**config.mk**
```make
export PLATFORM = sky130hd
export DESIGN_NAME = i2c_master_bit_engine_unit
export DESIGN_NICKNAME = d
export VERILOG_FILES = /design/src/rtl/i2cm_pkg.sv /design/src/rtl/i2cm_front.sv /design/src/rtl/i2cm_queue.sv /design/src/rtl/i2cm_back.sv /design/src/rtl/i2c_master_bit_engine_unit.sv
export SDC_FILE = /design/constraint.sdc
export NUM_CORES = 1
export LEC_CHECK = 0
export BUFFER_PORTS_ARGS = -buffer_cell sky130_fd_sc_hd__buf_2
export CAP_MARGIN = 20
export CORE_ASPECT_RATIO = 0.9
export CORE_MARGIN = 2
export CORE_UTILIZATION = 24
export DETAILED_ROUTE_END_ITERATION = 8
export GPL_TIMING_DRIVEN = 1
export PLACE_DENSITY = 0.37
export SYNTH_ARGS = -nofsm -noshare
export SYNTH_HDL_FRONTEND = slang
export SYNTH_HIERARCHICAL = 1
export SYNTH_SLANG_ARGS = --single-unit
```
**constraint.sdc**
```tcl
create_clock -name i_clk -period 5.8 [get_ports i_clk]
set_input_delay 0.58 -clock i_clk [delete_from_list [all_inputs] [get_ports i_clk]]
set_output_delay 0.58 -clock i_clk [all_outputs]
set_load 0.02 [all_outputs]
```
**src/rtl/i2cm_pkg.sv**
```systemverilog
// shared types, codes and constants of the i2c master bit engine
package i2cm_pkg;

    localparam logic [2:0] REQ_TICK  = 3'd0;
    localparam logic [2:0] REQ_START = 3'd1;
    localparam logic [2:0] REQ_STOP  = 3'd2;
    localparam logic [2:0] REQ_WRITE = 3'd3;
    localparam logic [2:0] REQ_READ  = 3'd4;

    localparam logic [15:0] PHASE_TICKS_RST = 16'd100;
    localparam int          BYTE_BITS       = 8;
    localparam int          QUEUE_DEPTH_DEF = 4;

    typedef struct packed {
        logic [2:0] req_type;
        logic [7:0] tx_byte;
        logic       ack_to_send;
        logic       sda_in;
    } t_in_item;

    typedef struct packed {
        logic       scl_level;
        logic       sda_level;
        logic       busy_res;
        logic       done_res;
        logic       ack_received;
        logic [7:0] rx_byte;
        logic       rejected;
    } t_out_item;

    typedef enum logic [2:0] {
        K_TICK  = 3'd0,
        K_START = 3'd1,
        K_STOP  = 3'd2,
        K_WRITE = 3'd3,
        K_READ  = 3'd4
    } t_kind;

    // request after decode, as it travels from front to back
    typedef struct packed {
        t_kind      kind;
        logic [7:0] tx_byte;
        logic       ack_to_send;
        logic       sda_in;
    } t_cmd;

endpackage

```
**src/rtl/i2cm_front.sv**
```systemverilog
// front end: accepts requests, decodes the request type and registers them
module i2cm_front (
    input  logic            i_clk,
    input  logic            i_rst_n,
    input  logic            i_in_valid,
    output logic            o_in_ready,
    input  i2cm_pkg::t_in_item i_in_item,
    output logic            o_push,
    output i2cm_pkg::t_cmd  o_cmd,
    input  logic            i_q_ready
);
    import i2cm_pkg::*;

    logic  r_valid;
    t_cmd  r_cmd;
    t_cmd  n_cmd;

    always_comb begin
        n_cmd.tx_byte     = i_in_item.tx_byte;
        n_cmd.ack_to_send = i_in_item.ack_to_send;
        n_cmd.sda_in      = i_in_item.sda_in;
        unique case (i_in_item.req_type)
            REQ_START: n_cmd.kind = K_START;
            REQ_STOP:  n_cmd.kind = K_STOP;
            REQ_WRITE: n_cmd.kind = K_WRITE;
            REQ_READ:  n_cmd.kind = K_READ;
            // tick and the unused codes
            default:   n_cmd.kind = K_TICK;
        endcase
    end

    assign o_in_ready = !r_valid || i_q_ready;
    assign o_push     = r_valid && i_q_ready;
    assign o_cmd      = r_cmd;

    always_ff @(posedge i_clk) begin
        if (!i_rst_n) begin
            r_valid <= 1'b0;
        end else if (o_in_ready) begin
            r_valid <= i_in_valid;
        end
    end

    always_ff @(posedge i_clk) begin
        if (o_in_ready && i_in_valid) begin
            r_cmd <= n_cmd;
        end
    end

endmodule

```
**src/rtl/i2cm_queue.sv**
```systemverilog
// short request queue between front and back
module i2cm_queue #(
    parameter int DEPTH = i2cm_pkg::QUEUE_DEPTH_DEF
) (
    input  logic           i_clk,
    input  logic           i_rst_n,
    input  logic           i_push,
    input  i2cm_pkg::t_cmd i_cmd,
    output logic           o_ready,
    output logic           o_valid,
    output i2cm_pkg::t_cmd o_cmd,
    input  logic           i_pop
);
    import i2cm_pkg::*;

    localparam int PW = (DEPTH > 1) ? $clog2(DEPTH) : 1;
    localparam int CW = $clog2(DEPTH + 1);

    t_cmd            r_mem [DEPTH];
    logic [PW-1:0]   r_wr_ptr;
    logic [PW-1:0]   r_rd_ptr;
    logic [CW-1:0]   r_count;
    logic            do_push;
    logic            do_pop;

    assign o_ready = r_count < CW'(DEPTH);
    assign o_valid = r_count != '0;
    assign o_cmd   = r_mem[r_rd_ptr];
    assign do_push = i_push && o_ready;
    assign do_pop  = i_pop && o_valid;

    function automatic logic [PW-1:0] wrap_inc(input logic [PW-1:0] p);
        if (p == PW'(DEPTH - 1)) begin
            return '0;
        end
        return p + PW'(1);
    endfunction

    always_ff @(posedge i_clk) begin
        if (!i_rst_n) begin
            r_wr_ptr <= '0;
            r_rd_ptr <= '0;
            r_count  <= '0;
        end else begin
            if (do_push) begin
                r_wr_ptr <= wrap_inc(r_wr_ptr);
            end
            if (do_pop) begin
                r_rd_ptr <= wrap_inc(r_rd_ptr);
            end
            if (do_push && !do_pop) begin
                r_count <= r_count + CW'(1);
            end else if (!do_push && do_pop) begin
                r_count <= r_count - CW'(1);
            end
        end
    end

    always_ff @(posedge i_clk) begin
        if (do_push) begin
            r_mem[r_wr_ptr] <= i_cmd;
        end
    end

endmodule

```
**src/rtl/i2cm_back.sv**
```systemverilog
// back end: line sequencer, phase timer and result register
module i2cm_back (
    input  logic              i_clk,
    input  logic              i_rst_n,
    input  logic              i_cfg_valid,
    input  logic [15:0]       i_cfg_data,
    input  logic              i_q_valid,
    input  i2cm_pkg::t_cmd    i_cmd,
    output logic              o_pop,
    output logic              o_out_valid,
    input  logic              i_out_ready,
    output i2cm_pkg::t_out_item o_out_item
);
    import i2cm_pkg::*;

    typedef enum logic [4:0] {
        S_IDLE  = 5'b00001,
        S_START = 5'b00010,
        S_STOP  = 5'b00100,
        S_WRITE = 5'b01000,
        S_READ  = 5'b10000
    } t_mode;

    localparam logic [3:0] NBITS = 4'(BYTE_BITS);

    logic [15:0] r_phase_ticks;
    t_mode       r_mode,       n_mode;
    logic [1:0]  r_step,       n_step;
    logic [3:0]  r_bit,        n_bit;
    logic [15:0] r_wait,       n_wait;
    logic [7:0]  r_shift,      n_shift;
    logic        r_scl,        n_scl;
    logic        r_sda,        n_sda;
    logic        r_ack_flag,   n_ack_flag;
    logic        r_ack_choice, n_ack_choice;
    logic [7:0]  r_rx_hold,    n_rx_hold;
    logic        r_out_valid;
    t_out_item   r_out_item;
    logic        enter;
    logic        done;
    logic        rej;
    logic        is_cmd;

    assign o_pop       = i_q_valid && (!r_out_valid || i_out_ready);
    assign o_out_valid = r_out_valid;
    assign o_out_item  = r_out_item;
    assign is_cmd      = i_cmd.kind != K_TICK;

    always_comb begin
        n_mode       = r_mode;
        n_step       = r_step;
        n_bit        = r_bit;
        n_wait       = r_wait;
        n_shift      = r_shift;
        n_scl        = r_scl;
        n_sda        = r_sda;
        n_ack_flag   = r_ack_flag;
        n_ack_choice = r_ack_choice;
        n_rx_hold    = r_rx_hold;
        enter        = 1'b0;
        done         = 1'b0;
        rej          = 1'b0;

        if (is_cmd && r_mode != S_IDLE) begin
            rej = 1'b1;
        end else if (is_cmd) begin
            n_bit  = '0;
            n_step = 2'd0;
            enter  = 1'b1;
            unique case (i_cmd.kind)
                K_START: n_mode = S_START;
                K_STOP:  n_mode = S_STOP;
                K_WRITE: begin
                    n_mode     = S_WRITE;
                    n_shift    = i_cmd.tx_byte;
                    n_ack_flag = 1'b0;
                end
                default: begin
                    n_mode       = S_READ;
                    n_shift      = '0;
                    n_ack_choice = i_cmd.ack_to_send;
                    n_step       = 2'd1;
                end
            endcase
        end else if (r_mode != S_IDLE) begin
            if (r_wait > 16'd1) begin
                n_wait = r_wait - 16'd1;
            end else begin
                n_wait = '0;
                // end of phase: sample or shift
                if (r_mode == S_WRITE) begin
                    if (r_step == 2'd1 && r_bit == NBITS) begin
                        n_ack_flag = !i_cmd.sda_in;
                    end
                    if (r_step == 2'd2 && r_bit < NBITS) begin
                        n_shift = {r_shift[6:0], 1'b0};
                    end
                end else if (r_mode == S_READ) begin
                    if (r_step == 2'd1 && r_bit < NBITS) begin
                        n_shift = {r_shift[6:0], i_cmd.sda_in};
                    end
                end
                if (r_step < 2'd2) begin
                    n_step = r_step + 2'd1;
                    enter  = 1'b1;
                end else if (r_mode == S_START || r_mode == S_STOP || r_bit >= NBITS) begin
                    if (r_mode == S_READ) begin
                        n_rx_hold = n_shift;
                    end
                    n_mode = S_IDLE;
                    n_step = 2'd0;
                    n_bit  = '0;
                    done   = 1'b1;
                end else begin
                    n_bit  = r_bit + 4'd1;
                    n_step = (r_mode == S_READ && n_bit < NBITS) ? 2'd1 : 2'd0;
                    enter  = 1'b1;
                end
            end
        end

        if (enter) begin
            unique case (n_mode)
                S_START: begin
                    if (n_step == 2'd0) begin
                        n_scl = 1'b1;
                        n_sda = 1'b1;
                    end else if (n_step == 2'd1) begin
                        n_sda = 1'b0;
                    end else begin
                        n_scl = 1'b0;
                    end
                end
                S_STOP: begin
                    if (n_step == 2'd0) begin
                        n_scl = 1'b0;
                        n_sda = 1'b0;
                    end else if (n_step == 2'd1) begin
                        n_scl = 1'b1;
                    end else begin
                        n_sda = 1'b1;
                    end
                end
                S_WRITE: begin
                    if (n_step == 2'd0) begin
                        // ack slot releases sda
                        n_sda = (n_bit < NBITS) ? n_shift[7] : 1'b1;
                    end else if (n_step == 2'd1) begin
                        n_scl = 1'b1;
                    end else begin
                        n_scl = 1'b0;
                    end
                end
                S_READ: begin
                    if (n_step == 2'd0) begin
                        n_sda = !n_ack_choice;
                    end else if (n_step == 2'd1) begin
                        n_scl = 1'b1;
                        if (n_bit < NBITS) begin
                            n_sda = 1'b1;
                        end
                    end else begin
                        n_scl = 1'b0;
                    end
                end
                default: begin
                end
            endcase
            n_wait = (r_phase_ticks == '0) ? 16'd1 : r_phase_ticks;
        end
    end

    always_ff @(posedge i_clk) begin
        if (!i_rst_n) begin
            r_phase_ticks <= PHASE_TICKS_RST;
            r_mode        <= S_IDLE;
            r_step        <= '0;
            r_bit         <= '0;
            r_wait        <= '0;
            r_shift       <= '0;
            r_scl         <= 1'b1;
            r_sda         <= 1'b1;
            r_ack_flag    <= 1'b0;
            r_ack_choice  <= 1'b0;
            r_rx_hold     <= '0;
            r_out_valid   <= 1'b0;
        end else begin
            if (i_cfg_valid) begin
                r_phase_ticks <= i_cfg_data;
            end
            if (o_pop) begin
                r_mode       <= n_mode;
                r_step       <= n_step;
                r_bit        <= n_bit;
                r_wait       <= n_wait;
                r_shift      <= n_shift;
                r_scl        <= n_scl;
                r_sda        <= n_sda;
                r_ack_flag   <= n_ack_flag;
                r_ack_choice <= n_ack_choice;
                r_rx_hold    <= n_rx_hold;
                r_out_valid  <= 1'b1;
            end else if (i_out_ready) begin
                r_out_valid <= 1'b0;
            end
        end
    end

    always_ff @(posedge i_clk) begin
        if (o_pop) begin
            r_out_item.scl_level    <= n_scl;
            r_out_item.sda_level    <= n_sda;
            r_out_item.busy_res     <= n_mode != S_IDLE;
            r_out_item.done_res     <= done;
            r_out_item.ack_received <= n_ack_flag;
            r_out_item.rx_byte      <= n_rx_hold;
            r_out_item.rejected     <= rej;
        end
    end

endmodule

```
**src/rtl/i2c_master_bit_engine_unit.sv**
```systemverilog
// top level of the i2c master bit engine
//
// Each request on the input channel is a tick carrying the sampled SDA
// level or a command (start, stop, write byte, read byte); codes 5 to 7
// act as ticks. Every request gives exactly one result on the output
// channel with the SCL/SDA drive levels, busy, done, ack and read byte.
// A command that arrives while a sequence runs is dropped and flagged as
// rejected. Each line phase lasts phase_ticks ticks (one tick if it is
// zero), set through the config channel (the user writes it only while
// idle, which the block does not enforce; always ready; reset value 100).
// Throughput is one request per cycle while the receiver does not stall:
// the sequencer updates its full state once for each request it takes.
// From input accept to output valid, the front register takes the
// request, the queue stores it and the result register loads its result.
// When the receiver stalls, the result register holds, the queue fills
// and then the input side stops accepting. Reset is synchronous, active
// low; it empties the queue, releases both lines and reloads phase_ticks.
module i2c_master_bit_engine_unit #(
    parameter int QUEUE_DEPTH = i2cm_pkg::QUEUE_DEPTH_DEF
) (
    input  logic                i_clk,
    input  logic                i_rst_n,
    input  logic                i_in_valid,
    output logic                o_in_ready,
    input  i2cm_pkg::t_in_item  i_in_item,
    output logic                o_out_valid,
    input  logic                i_out_ready,
    output i2cm_pkg::t_out_item o_out_item,
    input  logic                i_cfg_valid,
    output logic                o_cfg_ready,
    input  logic [15:0]         i_cfg_data
);
    import i2cm_pkg::*;

    logic push;
    logic q_ready;
    logic q_valid;
    logic pop;
    t_cmd f_cmd;
    t_cmd q_cmd;

    assign o_cfg_ready = 1'b1;

    i2cm_front u_front (
        .i_clk      (i_clk),
        .i_rst_n    (i_rst_n),
        .i_in_valid (i_in_valid),
        .o_in_ready (o_in_ready),
        .i_in_item  (i_in_item),
        .o_push     (push),
        .o_cmd      (f_cmd),
        .i_q_ready  (q_ready)
    );

    i2cm_queue #(
        .DEPTH (QUEUE_DEPTH)
    ) u_queue (
        .i_clk   (i_clk),
        .i_rst_n (i_rst_n),
        .i_push  (push),
        .i_cmd   (f_cmd),
        .o_ready (q_ready),
        .o_valid (q_valid),
        .o_cmd   (q_cmd),
        .i_pop   (pop)
    );

    i2cm_back u_back (
        .i_clk       (i_clk),
        .i_rst_n     (i_rst_n),
        .i_cfg_valid (i_cfg_valid),
        .i_cfg_data  (i_cfg_data),
        .i_q_valid   (q_valid),
        .i_cmd       (q_cmd),
        .o_pop       (pop),
        .o_out_valid (o_out_valid),
        .i_out_ready (i_out_ready),
        .o_out_item  (o_out_item)
    );

endmodule

```
==> results of run 1 <==
==> cells by family (layout without fill, tap and decap cells) <==
kind of cell | after synthesis | after routing | share of synthesized area, %
compound gates | 140 | 140 | 14.3
fa+ha+maj | 13 | 13 | 2.30
buf+inv | 59 | 106 | 3.27
simple gates | 239 | 239 | 16.7
xor+xnor | 9 | 9 | 1.07
flops | 153 | 153 | 52.2
mux | 56 | 56 | 10.2
other cells | 1 | 1 | 0.0507
==> worst paths after layout <==
check / from / endpoint / cells after the start
max reg2reg: register / u_back/o_out_item[12]$_DFFE_PP_ / 12
min reg2reg: u_back/r_ack_choice$_SDFFE_PN0P_ / u_back/r_ack_choice$_SDFFE_PN0P_ / 2
min: i_in_item[3] / u_front/o_cmd[3]$_DFFE_PP_ / 1
max: register / u_back/o_out_item[12]$_DFFE_PP_ / 12
==> layout by cell type, fill, tap and decap left out, types with 8 or more instances in the layout <==
cell type / instances
buf_2: 49
nor2_1: 88
o21ai_0: 16
inv_1: 17
clkbuf_16: 18
a21oi_1: 23
dfxtp_1: 74
nor2b_1: 9
mux2_2: 13
nand2_1: 36
edfxtp_1: 79
mux4_2: 10
a211oi_1: 19
a31oi_1: 11
nand3_1: 11
nor4_1: 11
nor3_1: 25
ha_1: 12
nand2b_1: 8
mux2i_1: 30
a22oi_1: 11
==> where the power goes <==
group          internal [mW]  switching [mW]  total, mW  leakage [nW]
clock network          0.605           0.498       1.10         0.290
registers               1.37           0.210       1.58          1.34
logic                  0.983            1.84       2.82          1.42
==> flip-flops by register name, indices dropped and copies added, names as in the netlist, named ones only <==
name,cells
u_queue/r_mem,52
u_back/r_phase_ticks,16
u_back/r_wait,16
u_back/o_out_item,14
u_front/o_cmd,13
u_back/r_rx_hold,8
u_back/r_shift,8
u_back/r_mode,5
u_back/r_bit,4
u_queue/r_count,3
u_back/r_step,2
u_queue/r_rd_ptr,2
u_queue/r_wr_ptr,2
u_back/o_out_valid,1
u_back/r_ack_choice,1
u_back/r_ack_flag,1
u_back/r_scl,1
u_back/r_sda,1
u_front/r_valid,1
==> synthesized netlist by cell type, types with 5 or more instances <==
cell      instances  area [um^2]
mux2i_1          30          300
clkbuf_1         25         93.8
a21oi_1          23          115
nand2_1          36          135
inv_1            18         67.6
nor2b_1           9         56.3
or3_1             6         37.5
nand4_1           5         31.3
a31oi_1          11         68.8
nand3_1          11         55.1
ha_1             12          150
nand2b_1          8         50.1
buf_2             7         35.0
a21boi_0          5         37.5
mux4_2           10          225
o21ai_0          16         80.1
nor3_1           25          125
edfxtp_1         79         2370
nor2_1           88          330
buf_1             5         18.8
mux2_2           13          146
and2_1            7         43.8
a22oi_1          11         82.6
and3_1            6         37.5
xor2_1            5         43.8
a211oi_1         19          143
dfxtp_1          74         1480
nor4_1           11         68.8
==> stage by stage <==
step	hold slack [ns]	setup slack, ns	instances	total power, mW
2_1_floorplan	0.436	1.75	670	3.69
3_3_place_gp	0.454	1.52	1087	4.37
3_5_place_dp	0.451	1.42	1087	4.39
4_1_cts	0.300	1.41	1119	5.52
5_1_grt	0.302	1.02	1120	5.92
6_report	0.326	1.37	1120	5.50
==> worst max-delay path, stage by stage (launching register included) <==
cell and delay [ns]:
dfxtp_1 0.43, buf_4 0.29, mux4_2 0.68, or3_1 0.61
ha_1 0.30, buf_4 0.22, a21oi_1 0.19, a31oi_1 0.13
a31oi_1 0.50, nand2_1 0.18, o32ai_1 0.30, o211a_1 0.22
a31oi_1 0.08
==> layout make-up <==
class	instances	area (um^2)	area share [%]
sequential	153	3850	44.8
timing repair buffer	54	280	3.26
tap	403	504	5.86
clock inverter	13	129	1.50
clock buffer	19	464	5.40
multi-input combinational	458	3290	38.3
inverter	20	75.1	0.873
==> metal layers <==
metal | wire, um | part of all wire, % | global-route usage, %
met5 | 0 | 0 | 0
met4 | 224 | 1.2 | 3.13
met3 | 668 | 3.6 | 2.83
met2 | 9040 | 48 | 19.9
met1 | 8780 | 47 | 16.0
==> results.json, run 1 <==
{
  "layout_min_cycle_time_ns": 4.43,
  "ys.flop_type": "edfxtp_1",
  "grt_pass1_vias": 5269,
  "dr.pass1.iters": 5,
  "path_clk_slew_ns": 0.07,
  "skew_ns": 0.0144,
  "nNetsFinal": 751,
  "wirelength_um": 18700,
  "timing.setup.critical_path_class": "reg -> reg",
  "rsz0062_at_grt": "false",
  "port_buffers": 49,
  "antenna_found_initial": 0,
  "critPathCaptureType": "register",
  "relSlewSlack_pct": 33.5,
  "synth_nets": 717,
  "place_area_um2": 8000,
  "worstMarginPinSlew_ns": 0.997,
  "drive_above_1_share_pct": 19.0,
  "fin_util_pct": 28.6,
  "cts.sinks": 153,
  "status": "finished, final reports clean",
  "die_w_um": 189,
  "leakagePower_nw": 3.04,
  "ys_types": 89,
  "ys_seq_elements": 153,
  "min_period_over_period_pct": 76.4,
  "worstPathMaxFanout": 25,
  "ir_drop_v": 0.000289,
  "num_vias": 5347,
  "drc": 0,
  "synthCells": 670,
  "antennaDiodeCount": 0,
  "clock.fmax_ghz": 0.226,
  "yosys_warnings": 6,
  "cts_max_path_buffers": 2,
  "vias_per_cell": 4.77,
  "post_cts_resized": 0,
  "nFillCells": 3087,
  "final_area_um2": 8600,
  "arrival_ns": 4.56,
  "ctsHoldBuffers": 0,
  "finalSetupViolations": 0,
  "start_util_pct": 24.5,
  "area_delta_synth_final_pct": 16.4,
  "core_area_um2": 30100,
  "io_pins": 51,
  "power.density_nw_per_um2": 640,
  "dpl.hpwl_um": 13100,
  "hold_path_class": "in -> reg",
  "cts_made_buffers": 17,
  "fin_setup_tns_ns": 0,
  "drt_iter0_drc": 386,
  "wire_per_inst_um": 16.7,
  "grt_max_degree": 43,
  "insertion_delay_ns": 0.43,
  "grt_pass1_wl_um": 30200,
  "maxSlewViolCount": 0,
  "place.gp.congestion": 0.809,
  "cts.htree.levels": 4,
  "hold_viol": 0,
  "reg2reg_slack_ns": 1.37,
  "drv_cap": 0,
  "postCtsSetupBuffers": 0,
  "yosysSeqAreaShare_pct": 52.2,
  "avgSynthCellArea_um2": 11.0,
  "overflow": 0,
  "grt_usage_pct": 12.1,
  "cp.required_ns": 5.93,
  "async_reset_ff_share_pct": 0,
  "die_h_um": 170,
  "synth_edf_count": 79,
  "start_kind": "register",
  "root_buffer": "clkbuf_16",
  "num_rows": 60,
  "syn-cell-area_um2": 7390,
  "die_area_um2": 32200,
  "ant_nets": 0,
  "cts_tree": "done"
}
Note: power is estimated with default switching activity, not from simulation.
==> run 2: changes to the inputs <==
- clock period: 5.8 -> 4.09 ns (I/O delays scaled with it)
==> results.json, run 2 (same netlist as run 1, synthesis figures left out) <==
{
  "status": "finished, final reports clean",
  "reg2reg_slack_ns": 0.36,
  "power.density_nw_per_um2": 920,
  "drive_above_1_share_pct": 20.9,
  "rr_worst_depth": 10,
  "cp_cell_sequence": "mux4_2, or3_1, ha_1, buf_4, a21o_1, a31oi_1, nor3_2, a311o_1, a21oi_1, a31oi_1",
  "grt_usage_pct": 12.2,
  "num_rows": 60,
  "cts_max_path_buffers": 2,
  "drt_iter0_drc": 319,
  "fin_setup_tns_ns": 0,
  "place_inst": 1103,
  "grt_max_degree": 40,
  "die_area_um2": 32200,
  "crit_buf_inv": 1,
  "area_delta_synth_final_pct": 18.5,
  "cts.htree.levels": 4,
  "maxSlewViolCount": 0,
  "relSlewSlack_pct": 31.9,
  "reg_top3": "u_queue/r_mem x52, u_back/r_phase_ticks x16, u_back/r_wait x16",
  "drc": 0,
  "cts.sinks": 153,
  "final_cells": 1136,
  "cts_made_buffers": 17,
  "cp.required_ns": 4.21,
  "start_kind": "register",
  "timing.setup.critical_path_class": "reg -> reg",
  "antenna_found_initial": 0,
  "max_stage_delay_ns": 0.55,
  "place_area_um2": 8120,
  "vias_per_cell": 4.79,
  "grt_pass1_vias": 5383,
  "die_h_um": 170,
  "leakagePower_nw": 3.14,
  "mostFrequentLayoutCells": "nor2_1, edfxtp_1, dfxtp_1",
  "ctsHoldBuffers": 0,
  "die_w_um": 189,
  "arrival_ns": 3.85,
  "critPathCaptureType": "register",
  "nNetsFinal": 767,
  "nFillCells": 3058,
  "fin_util_pct": 29.1,
  "min_period_over_period_pct": 91.1,
  "drv_cap": 0,
  "ant_nets": 0,
  "antennaDiodeCount": 0,
  "rsz0062_at_grt": "false",
  "dr.pass1.iters": 6,
  "core_area_um2": 30100,
  "r2r-end": "u_back/o_out_item[13]$_DFFE_PP_",
  "largest-register": "u_queue/r_mem",
  "largest_reg_flops": 52,
  "root_buffer": "clkbuf_16",
  "port_buffers": 49,
  "start_util_pct": 24.5,
  "final_area_um2": 8760,
  "cts_tree": "done",
  "layout_commonest_cell": "nor2_1",
  "worstHoldEndpoint": "u_front/o_cmd[4]$_DFFE_PP_",
  "worstMarginPinSlew_ns": 1.02,
  "io_pins": 51,
  "wirelength_um": 19100,
  "hold_depth": 1,
  "num_vias": 5437,
  "holdWs_ns": 0.157,
  "ir_drop_v": 0.000431,
  "hold_viol": 0,
  "layout_setup_ws_ns": 0.365,
  "path_clk_slew_ns": 0.07,
  "finalPower_mw": 8.06,
  "overflow": 0,
  "insertion_delay_ns": 0.43,
  "wire_per_inst_um": 16.8,
  "cp_slowest_cell": "mux4_2",
  "crit_top_cell": "a31oi_1",
  "hp-start": "i_in_item[4]",
  "skew_ns": 0.0113,
  "worstPathMaxFanout": 16,
  "finalSetupViolations": 0,
  "place.gp.congestion": 0.843,
  "grt_pass1_wl_um": 30300,
  "clock.fmax_ghz": 0.268,
  "layout_min_cycle_time_ns": 3.73,
  "hold_path_class": "in -> reg",
  "dpl.hpwl_um": 13400,
  "pre_cts_ws_ns": 0.283,
  "cpLargestDelayFamily": "compound AO/OA/AOI/OAI gates"
}
run 2: cell count changes in the layout (fill, tap and decap cells not counted):
cell,previous run,this run
buf_4,4,20
inv_6,5,2
bufinv_16,0,2
clkinv_2,1,2
clkinv_4,2,3
clkinv_8,2,1
nor4_1,11,10
nor4_2,0,1
run 2: routing by layer:
layer / track usage, % / vias up / wire [um]
met5: 0 / - / 0
met4: 3.80 / 0 / 246
met3: 2.97 / 18 / 756
met2: 20.1 / 121 / 9070
met1: 15.7 / 2674 / 9010
li1: - / 2624 / -
run 2: cell type report:
class | count | area, um^2 | share of cell area, %
clock buffer | 19 | 464 | 5.30
clock inverter | 13 | 160 | 1.83
timing repair buffer | 70 | 400 | 4.57
sequential | 153 | 3850 | 44.0
multi-input combinational | 458 | 3300 | 37.7
inverter | 20 | 75.1 | 0.857
tap | 403 | 504 | 5.76
run 2: power breakdown:
| part | switching, mW | internal, mW | total [mW] |
|---|---|---|---|
| clock | 0.697 | 0.970 | 1.67 |
| sequential | 0.244 | 1.94 | 2.18 |
| combinational | 2.70 | 1.51 | 4.21 |
| total | 3.64 | 4.42 | 8.06 |
run 2: worst max path at each step:
| stage | start | end | cells past startpoint |
|---|---|---|---|
| final | register | u_back/o_out_item[13]$_DFFE_PP_ | 10 |
| after global routing | register | u_back/o_out_item[13]$_DFFE_PP_ | 10 |
| after CTS | u_back/r_mode[1]$_SDFFE_PN0P_ | u_back/o_out_item[13]$_DFFE_PP_ | 10 |
| after detailed placement | u_back/r_mode[1]$_SDFFE_PN0P_ | u_back/o_out_item[13]$_DFFE_PP_ | 10 |
| after global placement | u_back/r_mode[1]$_SDFFE_PN0P_ | u_back/o_out_item[13]$_DFFE_PP_ | 10 |
| after floorplan | register | u_back/o_out_item[12]$_DFFE_PP_ | 15 |
run 2: what timing repair did:
action	CTS	global route
buffers inserted	0	0
hold endpoints to repair	0	0
resized for setup	0	1
setup endpoints to repair	0	2
